==> src/design/sdspi_pkg.sv <==
// Shared types, protocol constants and CRC helpers for the SD SPI command engine.
package sdspi_pkg;

  typedef struct packed {
    logic        mode;
    logic [5:0]  cmd_index;
    logic [31:0] argument;
    logic [9:0]  recv_length;
    logic        app_command;
    logic [7:0]  rx_byte;
  } sdspi_in_t;

  typedef struct packed {
    logic [7:0] tx_byte;
    logic       exchange_needed;
    logic       select_active;
    logic [7:0] data_byte;
    logic       data_valid;
    logic       done_res;
    logic [1:0] status;
    logic [7:0] response;
  } sdspi_out_t;

  localparam logic       MODE_START      = 1'b0;
  localparam logic [7:0] CMD_START_BITS  = 8'h40;
  localparam logic [7:0] IDLE_BYTE       = 8'hFF;
  localparam logic [7:0] DATA_TOKEN      = 8'hFE;
  localparam logic [5:0] CMD_READ_SINGLE = 6'd17;
  localparam logic [5:0] CMD_READ_MULTI  = 6'd18;
  localparam logic [5:0] CMD_APP         = 6'd55;
  localparam logic [9:0] FRAME_LEN       = 10'd6;
  localparam logic [9:0] FRAME_CRC_POS   = 10'd5;
  localparam int         R1_ILLEGAL_BIT  = 2;
  localparam logic [15:0] WAIT_LIMIT_RESET = 16'd255;

  localparam logic [1:0] STATUS_OK        = 2'd0;
  localparam logic [1:0] STATUS_TIMEOUT   = 2'd1;
  localparam logic [1:0] STATUS_BAD_TOKEN = 2'd2;
  localparam logic [1:0] STATUS_CRC_FAIL  = 2'd3;

  // CRC7 (x^7 + x^3 + 1) advanced by one byte, most significant bit first.
  function automatic logic [6:0] crc7_add(input logic [6:0] crc_in, input logic [7:0] b);
    logic [6:0] c;
    logic       fb;
    c = crc_in;
    for (int i = 7; i >= 0; i--) begin
      fb = c[6] ^ b[i];
      c  = {c[5:0], 1'b0};
      if (fb) begin
        c = c ^ 7'h09;
      end
    end
    return c;
  endfunction

  // CRC16-CCITT (0x1021) advanced by one byte.
  function automatic logic [15:0] crc16_add(input logic [15:0] crc_in, input logic [7:0] b);
    logic [15:0] c;
    c = crc_in ^ {b, 8'h00};
    for (int i = 0; i < 8; i++) begin
      if (c[15]) begin
        c = {c[14:0], 1'b0} ^ 16'h1021;
      end else begin
        c = {c[14:0], 1'b0};
      end
    end
    return c;
  endfunction

endpackage

==> src/design/sdspi_engine.sv <==
// Command engine state machine: transaction state, one step per byte exchange, result register.
module sdspi_engine #(
  parameter int MAX_RECEIVE = 512
) (
  input  logic                clk,
  input  logic                rst,
  input  logic                step,
  input  sdspi_pkg::sdspi_in_t item,
  input  logic                cfg_we,
  input  logic [15:0]         cfg_data,
  output sdspi_pkg::sdspi_out_t result
);
  import sdspi_pkg::*;

  typedef enum logic [3:0] {
    PH_IDLE, PH_READY, PH_FRAME, PH_R1, PH_TOKEN, PH_DATA, PH_CRC_HI, PH_CRC_LO
  } phase_t;

  phase_t      phase, phase_next;
  logic [15:0] response_wait_limit;
  logic [9:0]  byte_counter, byte_counter_next;
  logic [15:0] poll_counter, poll_counter_next;
  logic [7:0]  command_byte, command_byte_next;
  logic [31:0] argument_shift, argument_shift_next;
  logic [6:0]  frame_crc7, frame_crc7_next;
  logic [15:0] data_crc16, data_crc16_next;
  logic [15:0] received_crc, received_crc_next;
  logic [7:0]  r1_value, r1_value_next;
  logic        pending_app_command, pending_app_command_next;
  logic [9:0]  receive_count, receive_count_next;
  logic [5:0]  held_index, held_index_next;
  logic [31:0] held_argument, held_argument_next;
  logic [9:0]  held_length, held_length_next;
  logic        frame_fault, frame_fault_next;
  sdspi_out_t  result_next;

  function automatic logic [9:0] sat_length(input logic [9:0] len);
    return (32'(len) > MAX_RECEIVE) ? 10'(MAX_RECEIVE) : len;
  endfunction

  always_comb begin
    logic        load;
    logic [5:0]  load_idx;
    logic [31:0] load_arg;
    logic [9:0]  load_len;
    logic        done;
    logic        is_read;
    logic [7:0]  fbyte;
    logic [7:0]  rx;

    rx       = item.rx_byte;
    load     = 1'b0;
    load_idx = item.cmd_index;
    load_arg = item.argument;
    load_len = item.recv_length;
    done     = 1'b0;
    is_read  = (command_byte == (CMD_START_BITS | {2'b00, CMD_READ_SINGLE}))
            || (command_byte == (CMD_START_BITS | {2'b00, CMD_READ_MULTI}));
    fbyte    = IDLE_BYTE;

    phase_next               = phase;
    byte_counter_next        = byte_counter;
    poll_counter_next        = poll_counter;
    command_byte_next        = command_byte;
    argument_shift_next      = argument_shift;
    frame_crc7_next          = frame_crc7;
    data_crc16_next          = data_crc16;
    received_crc_next        = received_crc;
    r1_value_next            = r1_value;
    pending_app_command_next = pending_app_command;
    receive_count_next       = receive_count;
    held_index_next          = held_index;
    held_argument_next       = held_argument;
    held_length_next         = held_length;
    frame_fault_next         = frame_fault;

    result_next                 = '0;
    result_next.tx_byte         = IDLE_BYTE;
    result_next.exchange_needed = 1'b1;
    result_next.select_active   = 1'b1;

    if (item.mode == MODE_START) begin
      load = 1'b1;
      if (item.app_command) begin
        held_index_next          = item.cmd_index;
        held_argument_next       = item.argument;
        held_length_next         = sat_length(item.recv_length);
        pending_app_command_next = 1'b1;
        load_idx = CMD_APP;
        load_arg = '0;
        load_len = '0;
      end else begin
        pending_app_command_next = 1'b0;
      end
    end else begin
      unique case (phase)
        PH_READY: begin
          if (rx == IDLE_BYTE) begin
            phase_next          = PH_FRAME;
            byte_counter_next   = '0;
            result_next.tx_byte = command_byte;
            // The frame CRC is accumulated as each frame byte goes out.
            frame_crc7_next     = crc7_add(7'd0, command_byte);
          end
        end
        PH_FRAME: begin
          if (rx != IDLE_BYTE) begin
            frame_fault_next = 1'b1;
          end
          byte_counter_next = byte_counter + 10'd1;
          unique case (byte_counter_next[2:0])
            3'd1:    fbyte = argument_shift[31:24];
            3'd2:    fbyte = argument_shift[23:16];
            3'd3:    fbyte = argument_shift[15:8];
            3'd4:    fbyte = argument_shift[7:0];
            default: fbyte = {frame_crc7, 1'b1};
          endcase
          if (byte_counter_next < FRAME_LEN) begin
            result_next.tx_byte = fbyte;
            if (byte_counter_next != FRAME_CRC_POS) begin
              frame_crc7_next = crc7_add(frame_crc7, fbyte);
            end
          end else if (frame_fault_next) begin
            done               = 1'b1;
            result_next.status = STATUS_TIMEOUT;
          end else begin
            phase_next        = PH_R1;
            poll_counter_next = response_wait_limit;
          end
        end
        PH_R1: begin
          if (rx == IDLE_BYTE) begin
            if (poll_counter == '0) begin
              done               = 1'b1;
              result_next.status = STATUS_TIMEOUT;
            end else begin
              poll_counter_next = poll_counter - 16'd1;
            end
          end else begin
            r1_value_next = rx;
            if (pending_app_command) begin
              pending_app_command_next = 1'b0;
              if (rx[R1_ILLEGAL_BIT]) begin
                done                 = 1'b1;
                result_next.response = rx;
              end else begin
                load     = 1'b1;
                load_idx = held_index;
                load_arg = held_argument;
                load_len = held_length;
              end
            end else if (is_read) begin
              if (rx != 8'd0) begin
                done                 = 1'b1;
                result_next.response = rx;
              end else begin
                phase_next = PH_TOKEN;
              end
            end else if (receive_count != '0) begin
              phase_next        = PH_DATA;
              byte_counter_next = '0;
            end else begin
              done                 = 1'b1;
              result_next.response = rx;
            end
          end
        end
        PH_TOKEN: begin
          if (rx == DATA_TOKEN) begin
            byte_counter_next = '0;
            phase_next        = (receive_count != '0) ? PH_DATA : PH_CRC_HI;
          end else if (rx != IDLE_BYTE) begin
            done                 = 1'b1;
            result_next.status   = STATUS_BAD_TOKEN;
            result_next.response = rx;
          end
        end
        PH_DATA: begin
          result_next.data_byte  = rx;
          result_next.data_valid = 1'b1;
          data_crc16_next        = crc16_add(data_crc16, rx);
          byte_counter_next      = byte_counter + 10'd1;
          if (byte_counter_next >= receive_count) begin
            if (is_read) begin
              phase_next = PH_CRC_HI;
            end else begin
              done                 = 1'b1;
              result_next.response = r1_value;
            end
          end
        end
        PH_CRC_HI: begin
          received_crc_next = {rx, 8'h00};
          phase_next        = PH_CRC_LO;
        end
        PH_CRC_LO: begin
          received_crc_next    = {received_crc[15:8], rx};
          done                 = 1'b1;
          result_next.response = r1_value;
          if (received_crc_next != data_crc16) begin
            result_next.status = STATUS_CRC_FAIL;
          end
        end
        default: begin
          result_next.exchange_needed = 1'b0;
          result_next.select_active   = 1'b0;
        end
      endcase
    end

    if (load) begin
      command_byte_next   = CMD_START_BITS | {2'b00, load_idx};
      argument_shift_next = load_arg;
      receive_count_next  = sat_length(load_len);
      frame_crc7_next     = '0;
      phase_next          = PH_READY;
      byte_counter_next   = '0;
      poll_counter_next   = '0;
      data_crc16_next     = '0;
      received_crc_next   = '0;
      r1_value_next       = '0;
      frame_fault_next    = 1'b0;
    end

    if (done) begin
      phase_next = PH_IDLE;
    end
    result_next.done_res = done;
    if (done || (item.mode != MODE_START && phase_next == PH_IDLE)) begin
      result_next.tx_byte         = IDLE_BYTE;
      result_next.exchange_needed = 1'b0;
      result_next.select_active   = 1'b0;
    end
  end

  always_ff @(posedge clk) begin
    if (rst) begin
      response_wait_limit <= WAIT_LIMIT_RESET;
      phase               <= PH_IDLE;
      byte_counter        <= '0;
      poll_counter        <= '0;
      command_byte        <= '0;
      argument_shift      <= '0;
      frame_crc7          <= '0;
      data_crc16          <= '0;
      received_crc        <= '0;
      r1_value            <= '0;
      pending_app_command <= 1'b0;
      receive_count       <= '0;
      held_index          <= '0;
      held_argument       <= '0;
      held_length         <= '0;
      frame_fault         <= 1'b0;
    end else begin
      if (cfg_we) begin
        response_wait_limit <= cfg_data;
      end
      if (step) begin
        phase               <= phase_next;
        byte_counter        <= byte_counter_next;
        poll_counter        <= poll_counter_next;
        command_byte        <= command_byte_next;
        argument_shift      <= argument_shift_next;
        frame_crc7          <= frame_crc7_next;
        data_crc16          <= data_crc16_next;
        received_crc        <= received_crc_next;
        r1_value            <= r1_value_next;
        pending_app_command <= pending_app_command_next;
        receive_count       <= receive_count_next;
        held_index          <= held_index_next;
        held_argument       <= held_argument_next;
        held_length         <= held_length_next;
        frame_fault         <= frame_fault_next;
      end
    end
    if (step) begin
      result <= result_next;
    end
  end

endmodule

==> src/design/sd_spi_command_transaction.sv <==
// SD card SPI-mode command engine: one transaction per start, one step per SPI byte exchange.
// Each transaction on the input channel is either a command start or the byte that the card
// returned in one completed SPI exchange; each produces exactly one result transaction that
// gives the next byte to send, the chip select level, any received data byte, and, on the last
// step, the final status and R1 response. The block takes one input transaction per clock while
// res_ready lets results drain; each is held in the input register, then the step logic updates
// the engine state and the result register. Byte-wise CRC7 and CRC16 are folded in as bytes
// pass. The R1 poll limit is set through cfg_we and cfg_data; the user must write it only while
// no transaction is in flight, as the block itself does not enforce this.
module sd_spi_command_transaction #(
  parameter int MAX_RECEIVE = 512
) (
  input  logic                  clk,
  input  logic                  rst,
  input  logic                  in_valid,
  output logic                  in_ready,
  input  sdspi_pkg::sdspi_in_t  in_item,
  output logic                  res_valid,
  input  logic                  res_ready,
  output sdspi_pkg::sdspi_out_t res_item,
  input  logic                  cfg_we,
  input  logic [15:0]           cfg_data
);
  import sdspi_pkg::*;

  logic      stage_valid;
  sdspi_in_t stage_item;
  logic      advance;
  logic      step;

  assign advance  = !res_valid || res_ready;
  assign step     = stage_valid && advance;
  assign in_ready = !stage_valid || advance;

  always_ff @(posedge clk) begin
    if (rst) begin
      stage_valid <= 1'b0;
      res_valid   <= 1'b0;
    end else begin
      if (in_valid && in_ready) begin
        stage_valid <= 1'b1;
      end else if (step) begin
        stage_valid <= 1'b0;
      end
      if (step) begin
        res_valid <= 1'b1;
      end else if (res_ready) begin
        res_valid <= 1'b0;
      end
    end
    if (in_valid && in_ready) begin
      stage_item <= in_item;
    end
  end

  sdspi_engine #(
    .MAX_RECEIVE(MAX_RECEIVE)
  ) u_engine (
    .clk      (clk),
    .rst      (rst),
    .step     (step),
    .item     (stage_item),
    .cfg_we   (cfg_we),
    .cfg_data (cfg_data),
    .result   (res_item)
  );

endmodule

==> config.mk <==
export PLATFORM = sky130hd
export DESIGN_NAME = sd_spi_command_transaction
export DESIGN_NICKNAME = d
export VERILOG_FILES = /design/src/design/sdspi_pkg.sv /design/src/design/sdspi_engine.sv /design/src/design/sd_spi_command_transaction.sv
export SDC_FILE = /design/constraint.sdc
export NUM_CORES = 1
export LEC_CHECK = 0
export BUFFER_PORTS_ARGS = -buffer_cell sky130_fd_sc_hd__buf_4
export CAP_MARGIN = 40
export CORE_MARGIN = 5
export CORE_UTILIZATION = 38
export DETAILED_ROUTE_END_ITERATION = 7
export SYNTH_ARGS = -nofsm -noshare
export SYNTH_HDL_FRONTEND = slang
export SYNTH_SLANG_ARGS = --single-unit
==> constraint.sdc <==
create_clock -name clk -period 6.7 [get_ports clk]
set_clock_uncertainty 0.1 [all_clocks]
set_input_delay 1.34 -clock clk [delete_from_list [all_inputs] [get_ports clk]]
set_output_delay 1.34 -clock clk [all_outputs]
set_load 0.02 [all_outputs]
# Yosys cells after proc, flatten, opt, wreduce, memory -nomap -nowiden

Index checks and enable logic that the tools add are counted.

Input port bits: 79
Output and inout bits: 32
Flip-flop bits (word level): 274

Multiplexer cells: 214
$add $sub $neg: 2
Bitwise operators: 40
Magnitude comparators: 4
Reductions and logical operators: 37
Equal/unequal tests: 34

Operator list:

| cell                                                                  | count |
|---|---|
| 16-bit 2-to-1 mux                                                     | 25 |
| 7-bit 2-to-1 mux                                                      | 54 |
| 32-bit 2-to-1 mux                                                     | 6 |
| 10-bit 2-to-1 mux                                                     | 18 |
| 8-bit 2-to-1 mux                                                      | 16 |
| 4-bit 2-to-1 mux                                                      | 29 |
| 13-bit 2-to-1 mux                                                     | 8 |
| 16-bit one-hot mux with 2 select lines                                | 2 |
| 8-bit one-hot mux with 4 select lines                                 | 2 |
| 10-bit one-hot mux with 4 select lines                                | 1 |
| 1-bit 2-to-1 mux                                                      | 36 |
| 6-bit 2-to-1 mux                                                      | 6 |
| 2-bit NOT                                                             | 15 |
| 3-bit NOT                                                             | 8 |
| 4-bit one-hot mux with 6 select lines                                 | 1 |
| 10-bit > comparator, second input constant                            | 2 |
| 3-bit by 1-bit != test with 1-bit output, second input constant       | 6 |
| 3-bit != test, second input constant                                  | 6 |
| 4-bit by 3-bit equality test with 1-bit output, second input constant | 4 |
| 8-bit equality test, second input constant                            | 2 |
| 16-bit zero test                                                      | 1 |
| 16-bit != test                                                        | 1 |
| 8-bit one-hot mux with 2 select lines                                 | 1 |
| 16-bit by 1-bit subtractor with 16-bit output, second input constant  | 1 |
| other kinds (39)                                                      | 80 |

# Logic depth before layout (Yosys ltp)

Gate-level depths: netlist (run 1).

Word-level depth: 54
Gate-level depth with buffers: 13
Gate-level depth less buffers: 12

# By module

Synthesis (run 1) repeated with hierarchy kept, for this count alone.

Cells, all modules: 1337
Area total of the unflattened synthesis: 12484.5 µm²

By module, submodules not included:

| module                     | cells an instance | instances | area an instance (µm²) | sequential area each (µm²) |
|---|---|---|---|---|
| sdspi_engine               | 1269              | 1         | 10639.0                | 4554.4 |
| sd_spi_command_transaction | 68                | 1         | 1845.5                 | 1781.7 |

# Least setup slack after synthesis (run 1)

No wires, ideal clock.

Path type: in2reg
Start: in res_ready
End: reg stage_item[0] (netlist name), enable pin
Setup time: 422 ps
Cell stages on the path: 3
Data arrival time: 3001 ps
Buffers on the path: 0
Path slack: 3177 ps
Data required time: 6178 ps
Cell sequence: nor2b_1 nand2_1 and2_1

Word-level cells in the longest chain between the ends: 3

RTL lines:

| what                 | RTL line                         | RTL |
|---|---|---|
| start, declared      | sd_spi_command_transaction.sv:19 | `input logic res_ready,` |
| 1-bit logical OR     | sd_spi_command_transaction.sv:31 | `assign advance = !res_valid \|\| res_ready;` |
| 1-bit logical OR     | sd_spi_command_transaction.sv:33 | `assign in_ready = !stage_valid \|\| advance;` |
| via in_ready         | sd_spi_command_transaction.sv:16 | `output logic in_ready,` |
| 1-bit logical AND    | sd_spi_command_transaction.sv:51 | `if (in_valid && in_ready) begin` |
| end signal, assigned | sd_spi_command_transaction.sv:52 | `stage_item <= in_item;` |
| end, declared        | sd_spi_command_transaction.sv:27 | `sdspi_in_t stage_item;` |

The timed path passes the listed nets, and every way through them passes these cells.
A chain may end at the register's enable or synchronous reset.

# Worst setup path after layout (run 1)

Start: reg u_engine.byte_counter[1]
End: reg u_engine.result[2] (netlist name), data pin

Word-level cells in the longest chain between the ends: 4

RTL lines:

| what                                     | RTL line            | RTL |
|---|---|---|
| start, declared                          | sdspi_engine.sv:21  | `logic [9:0] byte_counter, byte_counter_next;` |
| start signal, assigned                   | sdspi_engine.sv:260 | `byte_counter <= byte_counter_next;` |
| 10-bit by 1-bit adder with 10-bit output | sdspi_engine.sv:182 | `byte_counter_next = byte_counter + 10'd1;` |
| 10-bit >= comparator                     | sdspi_engine.sv:183 | `if (byte_counter_next >= receive_count) begin` |
| 8-bit 2-to-1 mux                         | sdspi_engine.sv:183 |  |
| 8-bit one-hot mux with 4 select lines    | sdspi_engine.sv:96  | `unique case (phase)` |
| end signal, assigned                     | sdspi_engine.sv:277 | `result <= result_next;` |
| end, declared                            | sdspi_engine.sv:11  | `output sdspi_pkg::sdspi_out_t result` |

Every way passes these cells.

==> results of run 1 <==
final cells by class:
type / instances / share of cell area
clock inverter: 9 / 0.00693
inverter: 26 / 0.00659
tap: 442 / 0.0373
clock buffer: 49 / 0.0605
sequential: 273 / 0.428
timing repair buffer: 130 / 0.0699
multi-input combinational: 1038 / 0.391
metrics by stage:
step	setup slack [ps]	hold WS (ps)	instances	utilization
3_3_place_gp	2150	338	1901	0.420
5_1_grt	2330	371	1967	0.454
2_1_floorplan	3180	332	1434	-
3_5_place_dp	2050	346	1909	0.424
6_report	2590	353	1967	0.454
4_1_cts	2640	353	1967	0.454
Yosys cell counts (all sizes together), types with 3 or more instances:
| cell | n |
|---|---|
| nand2 | 271 |
| a21oi | 219 |
| dfxtp | 186 |
| nor2 | 134 |
| edfxtp | 87 |
| clkbuf | 79 |
| nor3 | 42 |
| nand3 | 41 |
| o21ai | 41 |
| xnor2 | 38 |
| xor2 | 30 |
| mux2i | 29 |
| inv | 26 |
| a31oi | 19 |
| buf | 18 |
| ha | 13 |
| nor4 | 13 |
| and3 | 11 |
| nand3b | 10 |
| a222oi | 8 |
| nand2b | 8 |
| or3 | 8 |
| a211oi | 7 |
| a22o | 7 |
| a22oi | 7 |
| nand4 | 7 |
| o2111ai | 7 |
| a221o | 6 |
| nor2b | 6 |
| or4 | 5 |
| and2 | 4 |
| o211ai | 4 |
| o221ai | 4 |
| o41ai | 4 |
| a311oi | 3 |
| nor3b | 3 |
| o21a | 3 |
where the power goes:
part	switching, W	internal [W]	leakage, nW
registers	0.0000525	0.00177	2.33
clock network	0.000664	0.000991	0.492
logic	0.000161	0.000118	2.64
worst paths after layout:
check	slack, ps	cells past startpoint	from	endpoint
worst min-delay path	350	2	u_engine.held_argument[22]	u_engine.held_argument[22]
worst max-delay path	2590	11	u_engine.byte_counter[1]	u_engine.result[2]
worst max register to register	2590	11	u_engine.byte_counter[1]	u_engine.result[2]
worst min register to register	350	2	u_engine.held_argument[22]	u_engine.held_argument[22]
worst min-delay path, cell delays in order (launching register included):
cell and delay [ps]:
dfxtp_1 300, nand2_1 50, a21oi_1 50
cells in the final DEF (no fill, tap or decap), types with 25 or more instances in the layout:
cell type	instances
edfxtp_1	87
nand3_1	40
inv_1	25
mux2i_1	29
nor3_1	38
o21ai_0	36
a21oi_1	219
nand2_1	271
dfxtp_1	186
buf_4	122
xnor2_1	37
nor2_1	130
xor2_1	29
clkbuf_16	32
flip-flops by register name (all words and copies together) (netlist names), 6 cells and up:
| name | cells |
|---|---|
| u_engine.result | 29 |
| u_engine.argument_shift | 32 |
| u_engine.poll_counter | 16 |
| u_engine.frame_crc7 | 7 |
| u_engine.r1_value | 8 |
| u_engine.held_index | 6 |
| u_engine.response_wait_limit | 16 |
| u_engine.received_crc | 8 |
| u_engine.byte_counter | 10 |
| u_engine.command_byte | 7 |
| stage_item | 58 |
| u_engine.held_argument | 32 |
| u_engine.data_crc16 | 16 |
| u_engine.held_length | 10 |
| u_engine.receive_count | 10 |
metal layers:
layer | global-route usage | wire (um) | up-vias
met1 | 0.247 | 15300 | 4901
met5 | 0 | 0 | -
met3 | 0.0247 | 1770 | 56
met2 | 0.272 | 14600 | 308
li1 | - | - | 5175
met4 | 0.0420 | 708 | 0
logic make-up after synthesis:
family,share of synthesized area
xor gates and xnor gates,0.0484
and+or+nand+nor,0.203
adders and majority gates,0.0137
buffers and inverters,0.0393
DFF,0.503
AOI/OAI and AO/OA,0.169
muxes,0.0239
==> results.cfg, run 1 <==
[logic_synthesis]
ys_types = 73
synth_ff_type = dfxtp_1
synthTopCellsByArea = dfxtp_1 (30%), edfxtp_1 (21%), a21oi_1 (8.7%)
syn_nets = 1526
yosysTopAreaCell = dfxtp_1
avgSynthCellArea_um2 = 8.79
yosysWarnings = 0
synth_cells = 1434
synth-edff-count = 87
synthArstFlopShare = 0
ys_seq_elements = 273
synth_top_area_share = 0.295
seq_area_frac_synth = 0.503
syn_area_um2 = 12600

[critical_path]
startpoint_type = flip-flop
cp_data_arrival_time_ps = 4370
cpMostUsedCell = ha_1
slowest_delay_ps = 710
critPathRequiredTime_ps = 6960
crit_type = reg2reg
crit_path_cell_trace = ha_1 > and2_4 > nand4_4 > xnor2_2 > ha_1 > o211ai_1 > or2_2 > a311o_1 > o21ai_1 > nand2_1 > a21oi_1
crit_slowest_cell = ha_1
cp-end-kind = flip-flop
cp_num_buf_inv = 0
cp_max_fo = 22
crit_family = compound AO/OA/AOI/OAI gates

[clocking]
cts_tree = done
cts_hold_buf = 0
clk_pin_slew_worst_paths_ps = 60
cts_sinks = 273
clk_latency_ps = 560
htreeDepth = 1
root_buffer = clkbuf_16
cts_buffer_depth = 3
post_cts_buffers = 0
numCtsBuffers = 31
ctsResizeCount = 0

[final_layout]
multi_input_area_um2 = 5790
seq_area_um2 = 6340
fillers = 3202
final_cell_area_um2 = 14800
diodes = 0
drive_above_1_share = 0.132
layout.nets = 1592
areaGrowthSynthToFinish_pct = 17.5

[status]
status = finished, final reports clean

[run]
maxCapViolations = 0

[sta]
tightest_slew_ps = 886
drv_slew = 0
min_period_ps = 4110
setup-violations-final = 0
slew_headroom = 0.410
rsz0062_at_grt = no
final_hold_viol_count = 0
max_freq_mhz = 243
fin_crit_sh = 0.614
setup_tns_ps = 0

[global_routing]
overflow = 0
grt_pass1_wl_mm = 52.7
grt_max_degree = 76
antenna_found_initial = 0
grt_usage = 0.171
grt_pass1_vias = 9870

[worst_hold_path]
hold_path_class = reg2reg

[die]
start_util = 0.387
pin_count = 111
chipWidth_um = 192
die_area_um2 = 36900
die_h_um = 192
rows = 66
core_um2 = 32600

[placement]
port_buffers = 110
place_area_um2 = 13800
finalWeightedCongestion = 0.855
hpwlAfterDp_mm = 21.6

[drt]
wire_per_inst_um = 16.4
drcViolationCount = 0
first_pass_iters = 5
vias_per_cell = 5.31
ant_nets = 0
routed_wl_mm = 32.3
drtIter0Drc = 632
num_vias = 10400

[power]
p_leak_nw = 5.47
ir_drop_uv = 198
total_power_w = 0.00375
power_density_nw_per_um2 = 253
Note: power is estimated with default switching activity, not from simulation.
==> run 2: changes to the inputs <==
--- a/config.mk
+++ b/config.mk
@@ -5,6 +5,7 @@
 export SDC_FILE = /design/constraint.sdc
 export NUM_CORES = 1
 export LEC_CHECK = 0
+export ABC_AREA = 1
 export BUFFER_PORTS_ARGS = -buffer_cell sky130_fd_sc_hd__buf_4
 export CAP_MARGIN = 40
 export CORE_MARGIN = 5
==> constraint.sdc (replaced) <==
create_clock -name clk -period 4 [get_ports clk]
set_clock_uncertainty 0.1 [all_clocks]
set_input_delay 0.8 -clock clk [delete_from_list [all_inputs] [get_ports clk]]
set_output_delay 0.8 -clock clk [all_outputs]
set_load 0.02 [all_outputs]
==> run 2 against run 1 <==
Final area up 5.0%. Largest power group unchanged. Combinational power grew to 2.7 times the previous value. Utilization decreased by 0.28 points. Setup slack lost 1600 ps.
==> results.cfg, run 2 <==
[status]
status = finished, final reports clean

[drt]
drtIter0Drc = 612
ant_nets = 0
vias_per_cell = 5.22
wire_per_inst_um = 16.2
first_pass_iters = 5
drcViolationCount = 0
routed_wl_mm = 35.6
num_vias = 11500

[sta]
whs_ps = 336
tightest_slew_ps = 888
max_freq_mhz = 330
rsz0062_at_grt = no
drv_slew = 0
setup_tns_ps = 0
min_period_ps = 3030
final_hold_viol_count = 0
slew_headroom = 0.408
setup-violations-final = 0
fin_crit_sh = 0.759

[final_layout]
final_core_util = 0.451
largest_reg_flops = 58
multi_input_area_um2 = 5760
regMostFlops = stage_item
fillers = 3396
seq_area_um2 = 6340
diodes = 0
layout.nets = 1813
final_cell_area_um2 = 15600
final_common_cell = nand2_1
areaGrowthSynthToFinish_pct = 17.5
final_cell_mix = nand2_1 (239), dfxtp_1 (186), o21ai_0 (183)
drive_above_1_share = 0.139
reg.largest.list = stage_item (58), u_engine.argument_shift (32), u_engine.held_argument (32)

[die]
core_um2 = 34500
chipWidth_um = 197
rows = 68
pin_count = 111
die_area_um2 = 38700
die_h_um = 197
start_util = 0.384

[logic_synthesis]
synthAdderAreaFrac = 0.0123
syn_nets = 1732
synth_top_area_share = 0.281
muxShareOfSynthArea = 0
synth_cells = 1640
seq_area_frac_synth = 0.479
ys_seq_elements = 273
ys_types = 54
syn_area_um2 = 13200
avgSynthCellArea_um2 = 8.07
synth_common_cells = nand2_1 (239), dfxtp_1 (186), inv_1 (184), o21ai_0 (183), a21oi_1 (170)
synth_compound_area_frac = 0.220
yosysTopAreaCell = dfxtp_1
synth_ff_type = dfxtp_1
synth.most_common_cell = nand2_1
yosys.area_share.xor_xnor = 0.0285
synth_top_family_by_area = compound AO/OA/AOI/OAI gates
synthTopCellsByArea = dfxtp_1 (28%), edfxtp_1 (20%), o21ai_0 (6.9%)
synth-simple-area-share = 0.173
yosysWarnings = 0
synthArstFlopShare = 0
synth-edff-count = 87

[placement]
port_buffers = 110
place_area_um2 = 14400
hpwlAfterDp_mm = 24.7
finalWeightedCongestion = 0.890

[critical_path]
startpoint_type = flip-flop
cp_data_arrival_time_ps = 3200
cp_num_buf_inv = 2
r2r_slack_ps = 970
crit_family = simple AND/OR/NAND/NOR gates
crit_slowest_cell = dfxtp_1
cp-end-kind = flip-flop
critPathRequiredTime_ps = 4160
crit_type = reg2reg
slowest_delay_ps = 430
crit_path_cell_trace = nand3_2 > nor2_4 > nand3_1 > xor2_1 > inv_1 > ha_1 > a21o_1 > nand3_1 > nand2_1 > clkinv_1 > nand3_2 > nand2_1 > nand3_1 > nand2_2 > nand3_2 > nand3_2 > nand3_1
cp_max_fo = 9

[clocking]
post_cts_buffers = 0
clk_pin_slew_worst_paths_ps = 60
clk_latency_ps = 540
root_buffer = clkbuf_16
cts_hold_buf = 0
cts_sinks = 273
cts_tree = done
htreeDepth = 2
cts_buffer_depth = 3
numCtsBuffers = 35
ctsResizeCount = 0

[global_routing]
overflow = 0
grt_pass1_wl_mm = 58.1
grt_usage = 0.182
antenna_found_initial = 0
grt_max_degree = 72
grt_pass1_vias = 11200

[worst_hold_path]
hold_path_class = in2reg

[power]
power_density_nw_per_um2 = 443
switching_share = 0.258
p_clk_frac = 0.441
p_leak_nw = 6.27
p_int_w = 0.00511
p_seq_frac = 0.450
switchingPower_w = 0.00178
power_frac_comb = 0.109
ir_drop_uv = 309

[run]
maxCapViolations = 0
## run 2: cell types whose count changed after synthesis, sizes merged, moves of 10 or more
cell,delta
a211oi,+35
a21oi,-46
a311oi,+29
inv,+170
mux2i,-29
nand2,-24
nand3,+36
nand4,+12
nor3,-24
o211ai,+10
o21ai,+153
o22ai,+12
xnor2,-18
## run 2: metrics by stage
stage / setup slack [ps] / cells / total power, W
6_report: 966 / 2202 / 0.00689
3_3_place_gp: 1060 / 2138 / 0.00390
4_1_cts: 955 / 2202 / 0.00698
2_1_floorplan: 763 / 1640 / 0.00365
5_1_grt: 625 / 2202 / 0.00721
3_5_place_dp: 968 / 2139 / 0.00391
## run 2: kinds of logic (layout without fill, tap and decap cells)
group	Yosys count	count (layout)
flops	273	273
buf+inv	292	399
compound gates	504	504
xor+xnor	43	43
simple gates	515	515
fa+ha+maj	13	13
## run 2: worst paths after layout
| path | startpoint | end | cells after the start |
|---|---|---|---|
| min reg2reg | u_engine.r1_value[0] | u_engine.r1_value[0] | 2 |
| max reg2reg | u_engine.byte_counter[1] | u_engine.result[26] | 17 |
| min | in_item[30] | stage_item[30] | 1 |
| max | u_engine.byte_counter[1] | u_engine.result[26] | 17 |
## run 2: routing by layer
layer,part of all wire,GRT usage
met5,0,0
met4,0.028,0.0693
met3,0.042,0.0274
met2,0.49,0.317
met1,0.44,0.230
## run 2: power by group through the flow
stage	Sequential (W)	Combinational [W]	Clock (W)
4_1_cts	0.00310	0.000756	0.00313
6_report	0.00310	0.000750	0.00304
3_5_place_dp	0.00316	0.000753	0
2_1_floorplan	0.00313	0.000514	0
3_3_place_gp	0.00316	0.000740	0
5_1_grt	0.00312	0.000847	0.00324
## run 2: area by class of cell
class	instances	share of cell area
clock buffer	52	0.0653
clock inverter	11	0.00660
multi-input combinational	1075	0.370
sequential	273	0.407
timing repair buffer	136	0.0656
inverter	200	0.0483
tap	455	0.0366
